File: src/pmlf_pkg.sv
package pmlf_pkg;

    // Output fixed point: results carry OUT_FRAC fraction bits, the power factor PF_FRAC
    localparam int OUT_FRAC   = 16;
    localparam int SCALE_FRAC = 40;
    localparam int SCALE_SH   = SCALE_FRAC - OUT_FRAC;
    localparam int PF_FRAC    = 15;

    // Field widths
    localparam int RAW_W    = 24;
    localparam int PHASE_W  = 2;
    localparam int PERIOD_W = 16;
    localparam int VAL_W    = 32;
    localparam int PM_W     = 35;
    localparam int PF_W     = 16;
    localparam int FREQ_W   = 24;
    localparam int FREQ_FRAC = 16;
    localparam int BAND_W   = 8;

    // Shared multiplier
    localparam int MUL_W  = 32;
    localparam int PROD_W = 2 * MUL_W;
    localparam int ACC_W  = 60;
    localparam int PS_W   = 36;

    // Rounding offsets
    localparam logic [PROD_W:0] RND_SCALE = (PROD_W + 1)'(1) << (SCALE_SH - 1);
    localparam logic [PROD_W:0] RND_OUT   = (PROD_W + 1)'(1) << (OUT_FRAC - 1);
    localparam logic [ACC_W:0]  RND_ACC   = (ACC_W + 1)'(1) << (SCALE_SH - 1);

    // Active power magnitude limits
    localparam logic [PM_W-1:0] PM_POS_MAX = (PM_W)'(35'h3_FFFF_FFFF);
    localparam logic [PM_W-1:0] PM_NEG_MAX = (PM_W)'(35'h4_0000_0000);

    // Power factor limits
    localparam logic [PF_W-1:0] PF_POS_SAT = 16'h7FFF;
    localparam logic [PF_W-1:0] PF_NEG_SAT = 16'h8000;

    // Shared divider
    localparam int DIV_W    = 50;
    localparam int QUO_W    = 28;
    localparam int STEP_W   = $clog2(QUO_W + 1);
    localparam int PF_STEPS = PF_FRAC + 1;

    // Line frequency
    localparam logic [DIV_W-1:0]    FREQ_NUM   = DIV_W'(64'd256000 << FREQ_FRAC);
    localparam logic [PERIOD_W-1:0] PERIOD_MIN = 16'd100;
    localparam logic [PERIOD_W-1:0] PERIOD_MAX = 16'd65000;
    localparam logic [FREQ_W-1:0]   FREQ_RESET = 24'd3932160;
    localparam int AVG_SUM_W = FREQ_W + 2;

    // Configuration port
    localparam int CFG_IDX_W  = 3;
    localparam int CFG_DATA_W = 36;
    localparam logic [CFG_IDX_W-1:0] CFG_VOLT_SCALE  = 3'd0;
    localparam logic [CFG_IDX_W-1:0] CFG_CURR_SCALE  = 3'd1;
    localparam logic [CFG_IDX_W-1:0] CFG_POWER_SCALE = 3'd2;
    localparam logic [CFG_IDX_W-1:0] CFG_FREQ_MIN    = 3'd3;
    localparam logic [CFG_IDX_W-1:0] CFG_FREQ_MAX    = 3'd4;

    localparam logic [VAL_W-1:0]  VOLT_SCALE_RST  = 32'd93185037;
    localparam logic [VAL_W-1:0]  CURR_SCALE_RST  = 32'd927217;
    localparam logic [PS_W-1:0]   POWER_SCALE_RST = 36'd26262663000;
    localparam logic [BAND_W-1:0] FREQ_MIN_RST    = 8'd45;
    localparam logic [BAND_W-1:0] FREQ_MAX_RST    = 8'd65;

    // Divider command
    typedef struct packed {
        logic              start;
        logic [STEP_W-1:0] steps;
    } t_div_ctl;

endpackage

File: src/pmlf_in_if.sv
interface pmlf_in_if;
    logic                                   valid;
    logic                                   ready;
    logic                                   kind;
    logic [pmlf_pkg::PHASE_W-1:0]           phase;
    logic [pmlf_pkg::RAW_W-1:0]             vrms_raw;
    logic [pmlf_pkg::RAW_W-1:0]             irms_raw;
    logic signed [pmlf_pkg::RAW_W-1:0]      watt_raw;
    logic [pmlf_pkg::PERIOD_W-1:0]          period_raw;

    modport source (
        output valid, kind, phase, vrms_raw, irms_raw, watt_raw, period_raw,
        input  ready
    );
    modport sink (
        input  valid, kind, phase, vrms_raw, irms_raw, watt_raw, period_raw,
        output ready
    );
endinterface

File: src/pmlf_out_if.sv
interface pmlf_out_if;
    logic                                   valid;
    logic                                   ready;
    logic                                   result_kind;
    logic [pmlf_pkg::PHASE_W-1:0]           phase_out;
    logic [pmlf_pkg::VAL_W-1:0]             voltage;
    logic [pmlf_pkg::VAL_W-1:0]             current;
    logic signed [pmlf_pkg::PM_W-1:0]       active_power;
    logic [pmlf_pkg::VAL_W-1:0]             apparent_power;
    logic signed [pmlf_pkg::PF_W-1:0]       power_factor;
    logic [pmlf_pkg::FREQ_W-1:0]            line_freq;

    modport source (
        output valid, result_kind, phase_out, voltage, current, active_power,
               apparent_power, power_factor, line_freq,
        input  ready
    );
    modport sink (
        input  valid, result_kind, phase_out, voltage, current, active_power,
               apparent_power, power_factor, line_freq,
        output ready
    );
endinterface

File: src/pmlf_mul.sv
module pmlf_mul (
    input  logic                            i_clk,
    input  logic [pmlf_pkg::MUL_W-1:0]      i_a,
    input  logic [pmlf_pkg::MUL_W-1:0]      i_b,
    output logic [pmlf_pkg::PROD_W-1:0]     o_p
);

    logic [pmlf_pkg::PROD_W-1:0] r_p;

    // Unsigned multiply, product registered
    always_ff @(posedge i_clk) begin
        r_p <= pmlf_pkg::PROD_W'(i_a) * pmlf_pkg::PROD_W'(i_b);
    end

    assign o_p = r_p;

endmodule

File: src/pmlf_div.sv
module pmlf_div (
    input  logic                            i_clk,
    input  logic                            i_rst_n,
    input  pmlf_pkg::t_div_ctl              i_ctl,
    input  logic [pmlf_pkg::DIV_W-1:0]      i_num,
    input  logic [pmlf_pkg::DIV_W-1:0]      i_den,
    output logic                            o_busy,
    output logic [pmlf_pkg::QUO_W-1:0]      o_quo
);

    logic [pmlf_pkg::STEP_W-1:0] r_cnt;
    logic [pmlf_pkg::DIV_W-1:0]  r_rem;
    logic [pmlf_pkg::DIV_W-1:0]  r_den;
    logic [pmlf_pkg::QUO_W-1:0]  r_quo;
    logic [pmlf_pkg::DIV_W:0]    diff;
    logic                        ge;

    // Trial subtract of the shifted divisor
    assign diff = {1'b0, r_rem} - {1'b0, r_den};
    assign ge   = !diff[pmlf_pkg::DIV_W];

    // Step counter
    always_ff @(posedge i_clk) begin
        if (!i_rst_n) begin
            r_cnt <= '0;
        end else if (i_ctl.start) begin
            r_cnt <= i_ctl.steps;
        end else if (r_cnt != '0) begin
            r_cnt <= r_cnt - 1'b1;
        end
    end

    // Restoring division, one quotient bit per cycle
    always_ff @(posedge i_clk) begin
        if (i_ctl.start) begin
            r_rem <= i_num;
            r_den <= i_den;
            r_quo <= '0;
        end else if (r_cnt != '0) begin
            r_rem <= ge ? diff[pmlf_pkg::DIV_W-1:0] : r_rem;
            r_quo <= {r_quo[pmlf_pkg::QUO_W-2:0], ge};
            r_den <= r_den >> 1;
        end
    end

    assign o_busy = (r_cnt != '0);
    assign o_quo  = r_quo;

endmodule

File: src/power_metrics_and_line_frequency.sv
// A phase item skips the division when apparent power is zero, and a period item
//   skips it when the period is out of range.
// Throughput: one item at a time, next transfer in the cycle after the result is
//   loaded; set by the shared 32x32 multiplier (five products) and the one-bit-
//   per-cycle divider (16 steps for power factor, 28 for frequency).
// Reset (synchronous, active low): idle, no result, defaults, average 60 Hz.
module power_metrics_and_line_frequency (
    input  logic                                i_clk,
    input  logic                                i_rst_n,
    pmlf_in_if.sink                             i_in,
    pmlf_out_if.source                          o_out,
    input  logic                                i_cfg_we,
    input  logic [pmlf_pkg::CFG_IDX_W-1:0]      i_cfg_idx,
    input  logic [pmlf_pkg::CFG_DATA_W-1:0]     i_cfg_data
);

    typedef enum logic [3:0] {
        S_IDLE,
        S_MV,
        S_MI,
        S_MP0,
        S_MP1,
        S_MS,
        S_PRND,
        S_DIVST,
        S_FST,
        S_DIV,
        S_FIN,
        S_OUT
    } t_state;

    t_state r_state;

    // Configuration registers
    logic [pmlf_pkg::VAL_W-1:0]  r_volt_scale;
    logic [pmlf_pkg::VAL_W-1:0]  r_curr_scale;
    logic [pmlf_pkg::PS_W-1:0]   r_power_scale;
    logic [pmlf_pkg::BAND_W-1:0] r_freq_min;
    logic [pmlf_pkg::BAND_W-1:0] r_freq_max;

    // Latched item
    logic                           r_kind;
    logic [pmlf_pkg::PHASE_W-1:0]   r_phase;
    logic [pmlf_pkg::RAW_W-1:0]     r_vrms;
    logic [pmlf_pkg::RAW_W-1:0]     r_irms;
    logic [pmlf_pkg::RAW_W-1:0]     r_wm;
    logic                           r_neg;
    logic [pmlf_pkg::PERIOD_W-1:0]  r_period;

    // Working values
    logic [pmlf_pkg::VAL_W-1:0]     r_v;
    logic [pmlf_pkg::VAL_W-1:0]     r_i;
    logic [pmlf_pkg::VAL_W-1:0]     r_s;
    logic [pmlf_pkg::ACC_W-1:0]     r_acc;
    logic [pmlf_pkg::PM_W-1:0]      r_pm;
    logic [pmlf_pkg::PF_W-1:0]      r_pf;
    logic [pmlf_pkg::FREQ_W-1:0]    r_avg;
    logic                           r_seeded;

    // Output register
    logic                           r_o_valid;
    logic                           r_o_kind;
    logic [pmlf_pkg::PHASE_W-1:0]   r_o_phase;
    logic [pmlf_pkg::VAL_W-1:0]     r_o_volt;
    logic [pmlf_pkg::VAL_W-1:0]     r_o_curr;
    logic [pmlf_pkg::PM_W-1:0]      r_o_ap;
    logic [pmlf_pkg::VAL_W-1:0]     r_o_s;
    logic [pmlf_pkg::PF_W-1:0]      r_o_pf;
    logic [pmlf_pkg::FREQ_W-1:0]    r_o_freq;

    // Shared units
    logic [pmlf_pkg::MUL_W-1:0]     mul_a;
    logic [pmlf_pkg::MUL_W-1:0]     mul_b;
    logic [pmlf_pkg::PROD_W-1:0]    mul_p;
    pmlf_pkg::t_div_ctl             div_ctl;
    logic [pmlf_pkg::DIV_W-1:0]     div_num;
    logic [pmlf_pkg::DIV_W-1:0]     div_den;
    logic                           div_busy;
    logic [pmlf_pkg::QUO_W-1:0]     div_quo;

    // Rounding and saturation
    logic [pmlf_pkg::PROD_W:0]      sc_sum;
    logic [pmlf_pkg::PROD_W:0]      sc_shr;
    logic [pmlf_pkg::VAL_W-1:0]     sc_sat;
    logic [pmlf_pkg::PROD_W:0]      of_sum;
    logic [pmlf_pkg::PROD_W:0]      of_shr;
    logic [pmlf_pkg::VAL_W-1:0]     of_sat;
    logic [pmlf_pkg::ACC_W:0]       acc_sum;
    logic [pmlf_pkg::ACC_W:0]       acc_shr;
    logic [pmlf_pkg::PM_W-1:0]      pm_lim;
    logic [pmlf_pkg::PM_W-1:0]      pm_sat;

    // Frequency and power factor finish
    logic                           period_ok;
    logic [pmlf_pkg::QUO_W-1:0]     band_lo;
    logic [pmlf_pkg::QUO_W-1:0]     band_hi;
    logic                           in_band;
    logic [pmlf_pkg::AVG_SUM_W-1:0] avg_sum;
    logic                           pf_sat;
    logic [pmlf_pkg::PF_W-1:0]      pf_mag;
    logic [pmlf_pkg::PF_W-1:0]      pf_val;

    logic [pmlf_pkg::RAW_W-1:0]     in_w;
    logic                           in_xfer;
    logic                           out_xfer;
    logic                           out_load;

    assign in_xfer  = i_in.valid && i_in.ready;
    assign out_xfer = r_o_valid && o_out.ready;
    assign out_load = (r_state == S_OUT) && (!r_o_valid || o_out.ready);
    assign in_w     = i_in.watt_raw;

    // Configuration writes
    always_ff @(posedge i_clk) begin
        if (!i_rst_n) begin
            r_volt_scale  <= pmlf_pkg::VOLT_SCALE_RST;
            r_curr_scale  <= pmlf_pkg::CURR_SCALE_RST;
            r_power_scale <= pmlf_pkg::POWER_SCALE_RST;
            r_freq_min    <= pmlf_pkg::FREQ_MIN_RST;
            r_freq_max    <= pmlf_pkg::FREQ_MAX_RST;
        end else if (i_cfg_we) begin
            unique case (i_cfg_idx)
                pmlf_pkg::CFG_VOLT_SCALE: begin
                    r_volt_scale <= i_cfg_data[pmlf_pkg::VAL_W-1:0];
                end
                pmlf_pkg::CFG_CURR_SCALE: begin
                    r_curr_scale <= i_cfg_data[pmlf_pkg::VAL_W-1:0];
                end
                pmlf_pkg::CFG_POWER_SCALE: begin
                    r_power_scale <= i_cfg_data[pmlf_pkg::PS_W-1:0];
                end
                pmlf_pkg::CFG_FREQ_MIN: begin
                    r_freq_min <= i_cfg_data[pmlf_pkg::BAND_W-1:0];
                end
                pmlf_pkg::CFG_FREQ_MAX: begin
                    r_freq_max <= i_cfg_data[pmlf_pkg::BAND_W-1:0];
                end
                default: begin
                end
            endcase
        end
    end

    // Multiplier operand select
    always_comb begin
        mul_a = '0;
        mul_b = '0;
        unique case (r_state)
            S_MV: begin
                mul_a = pmlf_pkg::MUL_W'(r_vrms);
                mul_b = r_volt_scale;
            end
            S_MI: begin
                mul_a = pmlf_pkg::MUL_W'(r_irms);
                mul_b = r_curr_scale;
            end
            S_MP0: begin
                mul_a = pmlf_pkg::MUL_W'(r_wm);
                mul_b = r_power_scale[pmlf_pkg::MUL_W-1:0];
            end
            S_MP1: begin
                mul_a = pmlf_pkg::MUL_W'(r_wm);
                mul_b = pmlf_pkg::MUL_W'(r_power_scale[pmlf_pkg::PS_W-1:pmlf_pkg::MUL_W]);
            end
            S_MS: begin
                mul_a = r_v;
                mul_b = r_i;
            end
            default: begin
            end
        endcase
    end

    pmlf_mul u_mul (
        .i_clk (i_clk),
        .i_a   (mul_a),
        .i_b   (mul_b),
        .o_p   (mul_p)
    );

    // Round and saturate the registered product and the active power accumulator
    always_comb begin
        sc_sum = {1'b0, mul_p} + pmlf_pkg::RND_SCALE;
        sc_shr = sc_sum >> pmlf_pkg::SCALE_SH;
        sc_sat = (|sc_shr[pmlf_pkg::PROD_W:pmlf_pkg::VAL_W]) ? '1
                                                             : sc_shr[pmlf_pkg::VAL_W-1:0];
        of_sum = {1'b0, mul_p} + pmlf_pkg::RND_OUT;
        of_shr = of_sum >> pmlf_pkg::OUT_FRAC;
        of_sat = (|of_shr[pmlf_pkg::PROD_W:pmlf_pkg::VAL_W]) ? '1
                                                             : of_shr[pmlf_pkg::VAL_W-1:0];
        acc_sum = {1'b0, r_acc} + pmlf_pkg::RND_ACC;
        acc_shr = acc_sum >> pmlf_pkg::SCALE_SH;
        pm_lim  = r_neg ? pmlf_pkg::PM_NEG_MAX : pmlf_pkg::PM_POS_MAX;
        pm_sat  = (acc_shr > (pmlf_pkg::ACC_W + 1)'(pm_lim)) ? pm_lim
                                                             : acc_shr[pmlf_pkg::PM_W-1:0];
    end

    // Divider command
    assign period_ok = (r_period >= pmlf_pkg::PERIOD_MIN) &&
                       (r_period <= pmlf_pkg::PERIOD_MAX);

    always_comb begin
        div_ctl.start = 1'b0;
        div_ctl.steps = pmlf_pkg::STEP_W'(pmlf_pkg::QUO_W);
        div_num       = pmlf_pkg::FREQ_NUM + pmlf_pkg::DIV_W'(r_period[pmlf_pkg::PERIOD_W-1:1]);
        div_den       = pmlf_pkg::DIV_W'(r_period) << (pmlf_pkg::QUO_W - 1);
        if (r_state == S_DIVST) begin
            div_ctl.start = (r_s != '0);
            div_ctl.steps = pmlf_pkg::STEP_W'(pmlf_pkg::PF_STEPS);
            div_num       = (pmlf_pkg::DIV_W'(r_pm) << pmlf_pkg::PF_FRAC) +
                            pmlf_pkg::DIV_W'(r_s[pmlf_pkg::VAL_W-1:1]);
            div_den       = pmlf_pkg::DIV_W'(r_s) << pmlf_pkg::PF_FRAC;
        end else if (r_state == S_FST) begin
            div_ctl.start = period_ok;
        end
    end

    pmlf_div u_div (
        .i_clk   (i_clk),
        .i_rst_n (i_rst_n),
        .i_ctl   (div_ctl),
        .i_num   (div_num),
        .i_den   (div_den),
        .o_busy  (div_busy),
        .o_quo   (div_quo)
    );

    // Frequency band check and quarter-weight average
    assign band_lo = pmlf_pkg::QUO_W'({r_freq_min, pmlf_pkg::FREQ_FRAC'(0)});
    assign band_hi = pmlf_pkg::QUO_W'({r_freq_max, pmlf_pkg::FREQ_FRAC'(0)});
    assign in_band = (div_quo >= band_lo) && (div_quo <= band_hi);
    assign avg_sum = pmlf_pkg::AVG_SUM_W'(div_quo[pmlf_pkg::FREQ_W-1:0]) +
                     pmlf_pkg::AVG_SUM_W'(r_avg) +
                     (pmlf_pkg::AVG_SUM_W'(r_avg) << 1) +
                     pmlf_pkg::AVG_SUM_W'(2);

    // Power factor from the quotient; top bit flags saturation
    assign pf_sat = div_quo[pmlf_pkg::PF_FRAC];
    assign pf_mag = pmlf_pkg::PF_W'(div_quo[pmlf_pkg::PF_FRAC-1:0]);
    always_comb begin
        if (r_neg) begin
            pf_val = pf_sat ? pmlf_pkg::PF_NEG_SAT : (~pf_mag + 1'b1);
        end else begin
            pf_val = pf_sat ? pmlf_pkg::PF_POS_SAT : pf_mag;
        end
    end

    // Sequencer and output register
    always_ff @(posedge i_clk) begin
        if (!i_rst_n) begin
            r_state   <= S_IDLE;
            r_o_valid <= 1'b0;
            r_avg     <= pmlf_pkg::FREQ_RESET;
            r_seeded  <= 1'b0;
        end else begin
            // a new result load takes priority over the draining transfer
            if (out_load) begin
                r_o_valid <= 1'b1;
            end else if (out_xfer) begin
                r_o_valid <= 1'b0;
            end
            unique case (r_state)
                S_IDLE: begin
                    if (in_xfer) begin
                        r_kind   <= i_in.kind;
                        r_phase  <= i_in.phase;
                        r_vrms   <= i_in.vrms_raw;
                        r_irms   <= i_in.irms_raw;
                        r_neg    <= in_w[pmlf_pkg::RAW_W-1];
                        r_wm     <= in_w[pmlf_pkg::RAW_W-1] ? (~in_w + 1'b1) : in_w;
                        r_period <= i_in.period_raw;
                        r_state  <= i_in.kind ? S_FST : S_MV;
                    end
                end
                S_MV: begin
                    r_state <= S_MI;
                end
                S_MI: begin
                    r_v     <= sc_sat;
                    r_state <= S_MP0;
                end
                S_MP0: begin
                    r_i     <= sc_sat;
                    r_state <= S_MP1;
                end
                S_MP1: begin
                    r_acc   <= pmlf_pkg::ACC_W'(mul_p);
                    r_state <= S_MS;
                end
                S_MS: begin
                    r_acc   <= r_acc + (pmlf_pkg::ACC_W'(mul_p) << pmlf_pkg::MUL_W);
                    r_state <= S_PRND;
                end
                S_PRND: begin
                    r_s     <= of_sat;
                    r_pm    <= pm_sat;
                    r_state <= S_DIVST;
                end
                S_DIVST: begin
                    // zero apparent power: no division, factor is zero
                    r_pf    <= '0;
                    r_state <= (r_s != '0) ? S_DIV : S_OUT;
                end
                S_FST: begin
                    r_state <= period_ok ? S_DIV : S_OUT;
                end
                S_DIV: begin
                    if (!div_busy) begin
                        r_state <= S_FIN;
                    end
                end
                S_FIN: begin
                    if (r_kind) begin
                        if (in_band) begin
                            r_seeded <= 1'b1;
                            r_avg    <= r_seeded ? avg_sum[pmlf_pkg::AVG_SUM_W-1:2]
                                                 : div_quo[pmlf_pkg::FREQ_W-1:0];
                        end
                    end else begin
                        r_pf <= pf_val;
                    end
                    r_state <= S_OUT;
                end
                S_OUT: begin
                    if (out_load) begin
                        r_o_kind  <= r_kind;
                        r_o_freq  <= r_avg;
                        if (r_kind) begin
                            r_o_phase <= '0;
                            r_o_volt  <= '0;
                            r_o_curr  <= '0;
                            r_o_ap    <= '0;
                            r_o_s     <= '0;
                            r_o_pf    <= '0;
                        end else begin
                            r_o_phase <= r_phase;
                            r_o_volt  <= r_v;
                            r_o_curr  <= r_i;
                            r_o_ap    <= r_neg ? (~r_pm + 1'b1) : r_pm;
                            r_o_s     <= r_s;
                            r_o_pf    <= r_pf;
                        end
                        r_state <= S_IDLE;
                    end
                end
                default: begin
                    r_state <= S_IDLE;
                end
            endcase
        end
    end

    assign i_in.ready           = (r_state == S_IDLE);
    assign o_out.valid          = r_o_valid;
    assign o_out.result_kind    = r_o_kind;
    assign o_out.phase_out      = r_o_phase;
    assign o_out.voltage        = r_o_volt;
    assign o_out.current        = r_o_curr;
    assign o_out.active_power   = $signed(r_o_ap);
    assign o_out.apparent_power = r_o_s;
    assign o_out.power_factor   = $signed(r_o_pf);
    assign o_out.line_freq      = r_o_freq;

endmodule
File: src/flat_wrapper.sv
// flat-port wrapper written by rule: the top's interface ports become plain ports
module power_metrics_and_line_frequency_flat 
  (i_clk, i_rst_n, i_cfg_we, i_cfg_idx, i_cfg_data, i_in_valid, i_in_kind, i_in_phase, i_in_vrms_raw, i_in_irms_raw, i_in_watt_raw, i_in_period_raw, i_in_ready, o_out_valid, o_out_result_kind, o_out_phase_out, o_out_voltage, o_out_current, o_out_active_power, o_out_apparent_power, o_out_power_factor, o_out_line_freq, o_out_ready);
  pmlf_in_if i_in_i ();
  pmlf_out_if o_out_i ();
  input  logic i_clk;
  input  logic i_rst_n;
  input  logic i_cfg_we;
  input  logic [pmlf_pkg::CFG_IDX_W-1:0] i_cfg_idx;
  input  logic [pmlf_pkg::CFG_DATA_W-1:0] i_cfg_data;
  input wire logic [$bits(i_in_i.valid)-1:0] i_in_valid;
  input wire logic [$bits(i_in_i.kind)-1:0] i_in_kind;
  input wire logic [$bits(i_in_i.phase)-1:0] i_in_phase;
  input wire logic [$bits(i_in_i.vrms_raw)-1:0] i_in_vrms_raw;
  input wire logic [$bits(i_in_i.irms_raw)-1:0] i_in_irms_raw;
  input wire logic [$bits(i_in_i.watt_raw)-1:0] i_in_watt_raw;
  input wire logic [$bits(i_in_i.period_raw)-1:0] i_in_period_raw;
  output wire logic [$bits(i_in_i.ready)-1:0] i_in_ready;
  output wire logic [$bits(o_out_i.valid)-1:0] o_out_valid;
  output wire logic [$bits(o_out_i.result_kind)-1:0] o_out_result_kind;
  output wire logic [$bits(o_out_i.phase_out)-1:0] o_out_phase_out;
  output wire logic [$bits(o_out_i.voltage)-1:0] o_out_voltage;
  output wire logic [$bits(o_out_i.current)-1:0] o_out_current;
  output wire logic [$bits(o_out_i.active_power)-1:0] o_out_active_power;
  output wire logic [$bits(o_out_i.apparent_power)-1:0] o_out_apparent_power;
  output wire logic [$bits(o_out_i.power_factor)-1:0] o_out_power_factor;
  output wire logic [$bits(o_out_i.line_freq)-1:0] o_out_line_freq;
  input wire logic [$bits(o_out_i.ready)-1:0] o_out_ready;
  assign i_in_i.valid = i_in_valid;
  assign i_in_i.kind = i_in_kind;
  assign i_in_i.phase = i_in_phase;
  assign i_in_i.vrms_raw = i_in_vrms_raw;
  assign i_in_i.irms_raw = i_in_irms_raw;
  assign i_in_i.watt_raw = i_in_watt_raw;
  assign i_in_i.period_raw = i_in_period_raw;
  assign i_in_ready = i_in_i.ready;
  assign o_out_valid = o_out_i.valid;
  assign o_out_result_kind = o_out_i.result_kind;
  assign o_out_phase_out = o_out_i.phase_out;
  assign o_out_voltage = o_out_i.voltage;
  assign o_out_current = o_out_i.current;
  assign o_out_active_power = o_out_i.active_power;
  assign o_out_apparent_power = o_out_i.apparent_power;
  assign o_out_power_factor = o_out_i.power_factor;
  assign o_out_line_freq = o_out_i.line_freq;
  assign o_out_i.ready = o_out_ready;
  power_metrics_and_line_frequency u_core (.i_clk(i_clk), .i_rst_n(i_rst_n), .i_in(i_in_i), .o_out(o_out_i), .i_cfg_we(i_cfg_we), .i_cfg_idx(i_cfg_idx), .i_cfg_data(i_cfg_data));
endmodule
File: config.mk
export PLATFORM = sky130hd
export DESIGN_NAME = power_metrics_and_line_frequency_flat
export DESIGN_NICKNAME = d
export VERILOG_FILES = /design/src/pmlf_pkg.sv /design/src/pmlf_in_if.sv /design/src/pmlf_out_if.sv /design/src/pmlf_mul.sv /design/src/pmlf_div.sv /design/src/power_metrics_and_line_frequency.sv /design/src/flat_wrapper.sv
export SDC_FILE = /design/constraint.sdc
export NUM_CORES = 2
export LEC_CHECK = 0
export ABC_AREA = 1
export BUFFER_PORTS_ARGS = -buffer_cell sky130_fd_sc_hd__buf_2
export CAP_MARGIN = 20
export CORE_MARGIN = 10
export CORE_UTILIZATION = 66
export CTS_BUF_LIST = sky130_fd_sc_hd__clkbuf_4
export DETAILED_ROUTE_END_ITERATION = 8
export PLACE_DENSITY = 0.9
export SYNTH_ARGS = -nofsm -noshare
export SYNTH_HDL_FRONTEND = slang
export SYNTH_HIERARCHICAL = 1
export SYNTH_SLANG_ARGS = --single-unit
File: constraint.sdc
create_clock -name i_clk -period 17.9 [get_ports i_clk]
set_input_delay 1.79 -clock i_clk [delete_from_list [all_inputs] [get_ports i_clk]]
set_output_delay 1.79 -clock i_clk [all_outputs]
set_load 0.02 [all_outputs]
# Word-level counts from Yosys, hierarchy flattened

Index checks and enable logic that the tools add are counted.

Flip-flop bits (word level): 816
Bits in latches: 0
RAM bits: 0
Bits in read-only memories: 0
Input bits: 135
Output and inout port bits: 176
Memories kept: 0

$add $sub $neg: 14
Multiply operators: 1
Div/mod/pow operators: 0
Order comparisons: 5
Eq/ne operators: 20
Shifts and indexed selects: 0
Mux-type cells: 35
Bitwise gates (word level): 3
Reductions and logical operators: 34

Operators by type and width:

| operator               | number |
|---|---|
| $mux 50                | 6 |
| $pmux 32 s5            | 1 |
| $pmux 32 s4            | 1 |
| $pmux 60 s2            | 1 |
| $mux 35                | 3 |
| $add 64x16->65 const B | 1 |
| $add 64x24->65 const B | 1 |
| $mul 32x32->64         | 1 |
| $add 60x24->61 const B | 1 |
| $add 60x60->60         | 1 |
| $sub 50x50->51         | 1 |
| $add 50x31->50         | 1 |
| $mux 16                | 3 |
| $pmux 4 s12            | 1 |
| $mux 47                | 1 |
| $gt 37x35->1           | 1 |
| $add 34x15->35 const A | 1 |
| $add 35x1->35 const B  | 1 |
| $not 35->35            | 1 |
| $mux 32                | 1 |
| $pmux 16 s2            | 1 |
| $reduce_bool 32->1     | 1 |
| $ge 28x24->1           | 1 |
| $le 28x24->1           | 1 |
| other kinds (38)       | 79 |

# Logic depth before layout (Yosys ltp)

Depth after elaboration: 6
Mapped depth: 40
Depth with buffers taken out: 38

# Cells and area by module

The synthesis kept the hierarchy.

By module, submodules not included:

| module                           | times used | cells each | area an instance (um^2) | seq. area each (um^2) |
|---|---|---|---|---|
| pmlf_mul                         | 1          | 5088       | 37604.8                 | 1281.2 |
| power_metrics_and_line_frequency | 1          | 4042       | 33958.8                 | 16435.8 |
| pmlf_div                         | 1          | 1441       | 9728.1                  | 3663.5 |

# Worst setup path after synthesis

OpenSTA, ideal clock, no wires.

Kind: input-to-reg
Start: input i_rst_n
End: register u_core.r_o_ap (netlist bit u_core/o_out.active_power[0]) (enable)
Setup time: 0.920 ns
Arrival time: 14.058 ns
Required time: 16.980 ns
Path slack: 2.922 ns
Stages: 4
Buffers on the path: 2
Cells stage by stage: clkbuf_1 -> inv_1 -> clkbuf_1 -> nor3_1

Word-level cells in the longest chain between the ends: 1

Ends and longest elaborated chain:

| item                       | line                                    | RTL |
|---|---|---|
| from (decl)                | flat_wrapper.sv:7                       | `input logic i_rst_n;` |
| $reduce_and 3->1 (no line) | n/a                                     |  |
| to (signal assigned)       | power_metrics_and_line_frequency.sv:339 | `r_o_ap <= r_neg ? (~r_pm + 1'b1) : r_pm;` |
| to (decl)                  | power_metrics_and_line_frequency.sv:66  | `logic [pmlf_pkg::PM_W-1:0] r_o_ap;` |

No other way between the ends.
A chain may end at the register's enable or synchronous reset.

# Final worst setup path

Start: register u_core.r_state[3]
End: register u_core.u_mul.r_p (netlist bit u_core/u_mul/o_p[41])

Word-level cells in the longest chain between the ends: 4
Elaborated cells between the ends (all ways): 9
Those cells by class: 1 x mul; 5 x eq/ne; 2 x mux; 1 x reduce/logical

Ends and longest elaborated chain:

| item                                     | line                                    | RTL |
|---|---|---|
| from (decl)                              | power_metrics_and_line_frequency.sv:32  | `t_state r_state;` |
| from (signal assigned)                   | power_metrics_and_line_frequency.sv:272 | `r_state <= i_in.kind ? S_FST : S_MV;` |
| from (signal assigned)                   | power_metrics_and_line_frequency.sv:302 | `r_state <= (r_s != '0) ? S_DIV : S_OUT;` |
| from (signal assigned)                   | power_metrics_and_line_frequency.sv:305 | `r_state <= period_ok ? S_DIV : S_OUT;` |
| $eq 4x2->1 or $eq 4x3->1 (tied branches) | power_metrics_and_line_frequency.sv:148 | `unique case (r_state)` |
| $reduce_or 2->1 (no line)                | n/a                                     |  |
| $pmux 32 s4 *                            | power_metrics_and_line_frequency.sv:148 |  |
| net u_core.mul_a (one bit)               | power_metrics_and_line_frequency.sv:72  | `logic [pmlf_pkg::MUL_W-1:0] mul_a;` |
| $mul 32x32->64 *                         | pmlf_mul.sv:12                          | `r_p <= pmlf_pkg::PROD_W'(i_a) * pmlf_pkg::PROD_W'(i_b);` |
| to (signal assigned)                     | pmlf_mul.sv:12                          |  |
| to (decl)                                | pmlf_mul.sv:8                           | `logic [pmlf_pkg::PROD_W-1:0] r_p;` |

Mark *: on every way through the listed nets, which the timed path passes. The rest lies on a longest branch.

==> run metrics <==
DR iter-0 viols=9239; CP endpoint kind=flip-flop; largest net degree at the start of global routing=between 100 and 150; final hold violations=0; global-route wire length before repair=452 mm; crit path launch type=flip-flop; Max-slew headroom=around 25%; count leader, synth=nand2_1; Worst path max stage delay=roughly 770 ps; final WL=302 mm; full die area=roughly 0.14 mm^2; crit-path max FO=57; unrepaired setup endpoints after global routing=false; final worst-path cycle share=57.2%; HPWL after detailed placement=233 mm; synthesized area=a little over 0.08 mm^2; Crit-path slowest cell=nand2_1; Mapped Avg Cell Area=just under 8 um^2; Leak Pwr=around 47 nW; final instance area=about 0.087 mm^2; Initial Util=approximately two thirds; post-route minimum period=10230 ps; Worst Hold Class=reg2reg; YS warnings=6; Setup Crit Path Kind=reg2reg; # nets final=12300; FFs w/ async S/R, synth=0%; Yosys reg bits=between 700 and 800; initial antenna violation count=27; gr ovfl total=0; CTS tree=built; area grow syn2layout=7.25%; Via density=approximately 5.9; CTS clock-pin slew for the worst setup and hold paths=approximately 70 ps; CP Data Required Time=approximately 19000 ps; top-area cell type share of the netlist area=a little under a quarter; DIE HEIGHT=between 300 and 400 um; Slew Limit Fails=0; Inserted Clock Buffers=between 200 and 250; max-cap viol count=0; ys flop type=edfxtp_1; crit path buf inv count=10; crit path DAT=roughly 11000 ps; Gate Count Post-Synth=between 10000 and 15000; Commonest cells post-synth=nand2_1 (2865), inv_1 (2498), fa_1 (921), nor2_1 (752), edfxtp_1 (550); Clock Latency Late Sink=1240 ps; status=complete, but fails checks; depth of the CTS H-tree=4; non-filler cells, final=between 10000 and 15000; Max clock buf depth=3; Post-CTS Setup Repair Bufs=0; worst clock skew=about 160 ps; clk sink count=793; worst ir drop on vdd=0.000142 V; proportion of layout cells with a drive suffix above 1=roughly 8.6%; vias=between 70000 and 80000; vias in the first global route=76300; leading area contributor after synthesis=fa_1; Total GRT Usage=between 40% and 50%; Post-synth EDFFs=550; Final Power=about 9.2 mW; # IOs=approximately 310; Core ar.=0.122 mm^2; setup TNS=0 ps; post-place instance area=between 0.08 and 0.09 mm^2; CTS Hold Bufs=0; register area=approximately 0.021 mm^2; Post-Place Cells=between 10000 and 15000; sequential area share after synthesis=26.3%; Detailed Routing Iterations Pass 1=9; Routed Antenna Nets=0; Site Rows=128; Worst-Margin Slew=1130 ps; routed length per instance=around 24 um; Post-route DRC=1; CTS resizes=0; Die W=roughly 370 um; Worst path top cell family by delay=adder cells; RePlAce Congestion=~1.1; synth unique cells=between 50 and 60; port buffer count=between 300 and 400; Power Density=105 mW/mm^2; fmax=0.0977 GHz; violated checks=DRC; cell mode on critical path=fa_1; CTS Root Cell=clkbuf_4; area of the multi-input gates=a little under 0.05 mm^2; ranking of synthesized cells by area=fa_1 (23%), edfxtp_1 (20%), nand2_1 (13%); count of final setup violators=0; final core utilization=between 70 and 80%; Fill cells=approximately 9400
area by class of cell:
| class | instances | area share (%) |
|---|---|---|
| clock buffer | 294 | 2.53 |
| antenna | 21 | 0.0603 |
| tap | 1625 | 2.33 |
| inverter | 2523 | 10.9 |
| timing repair buffer | 415 | 2.72 |
| clock inverter | 86 | 0.502 |
| sequential | 793 | 24.5 |
| multi-input combinational | 6903 | 56.5 |
flip-flops by register name, summed over array words and instances, names as in the netlist, 28 cells and up:
name                         cells
u_core/o_out.active_power       35
u_core/o_out.apparent_power     32
u_core/o_out.current            32
u_core/o_out.voltage            32
u_core/r_acc                    37
u_core/r_curr_scale             32
u_core/r_i                      32
u_core/r_pm                     35
u_core/r_power_scale            36
u_core/r_s                      32
u_core/r_v                      32
u_core/r_volt_scale             32
u_core/u_div/o_quo              28
u_core/u_div/r_den              50
u_core/u_div/r_rem              50
u_core/u_mul/o_p                64
cell usage in the layout, fill, tap and decap left out, types with 54 or more instances in the layout:
master,Yosys,routed
fa_1,921,921
buf_2,18,309
nand4_1,128,128
nand2_1,2865,2864
clkbuf_4,0,294
ha_1,441,441
a21oi_1,343,342
nor3_1,100,95
nor2_2,42,54
clkinv_1,4,65
edfxtp_1,550,550
nand3_1,398,398
inv_1,2498,2495
dfxtp_1,243,243
nor2_1,752,737
xor2_1,156,156
o21ai_0,341,313
buf_4,10,104
worst paths after layout:
path,startpoint,end,slack [ps],cells after the start
worst max-delay path,u_core/r_state[3],u_core/u_mul/o_p[41],7670,34
worst min-delay path,u_core/r_power_scale[13],u_core/r_power_scale[13],460,2
worst min register to register,u_core/r_power_scale[13],u_core/r_power_scale[13],460,2
worst max register to register,u_core/r_state[3],u_core/u_mul/o_p[41],7670,34
cells by family after synthesis:
kind of cell,Yosys count,share of synthesized area (%)
compound gates,871,5.98
flops,793,26.3
fa+ha+maj,1362,29.5
buf+inv,2894,13.5
other cells,2,0.00924
xor+xnor,208,2.24
simple gates,4441,22.5
worst min-delay path, stage by stage (launching register included):
cell     delay [ps]
dfxtp_1         330
nand2_1          50
nand3_1          50
routing by layer:
metal | up-vias | GRT usage (%) | part of all wire, %
met1 | 34500 | 48.7 | 32
met2 | 5573 | 68.9 | 45
li1 | 32600 | - | -
met4 | 18 | 39.0 | 11
met3 | 1794 | 11.5 | 12
met5 | - | 0 | 0.038
power breakdown:
part	leakage [nW]	internal [mW]	switching (mW)
clock network	1.56	0.791	0.818
registers	7.10	2.38	0.206
logic	38.3	1.45	3.54
through the flow:
stage,worst slack [ps],hold WS [ps]
detailed placement,7920,444
finish,7670,463
global placement,8130,438
CTS,7950,462
floorplan,2920,424
global route,7260,476
Power figures use the tool's default switching activity.
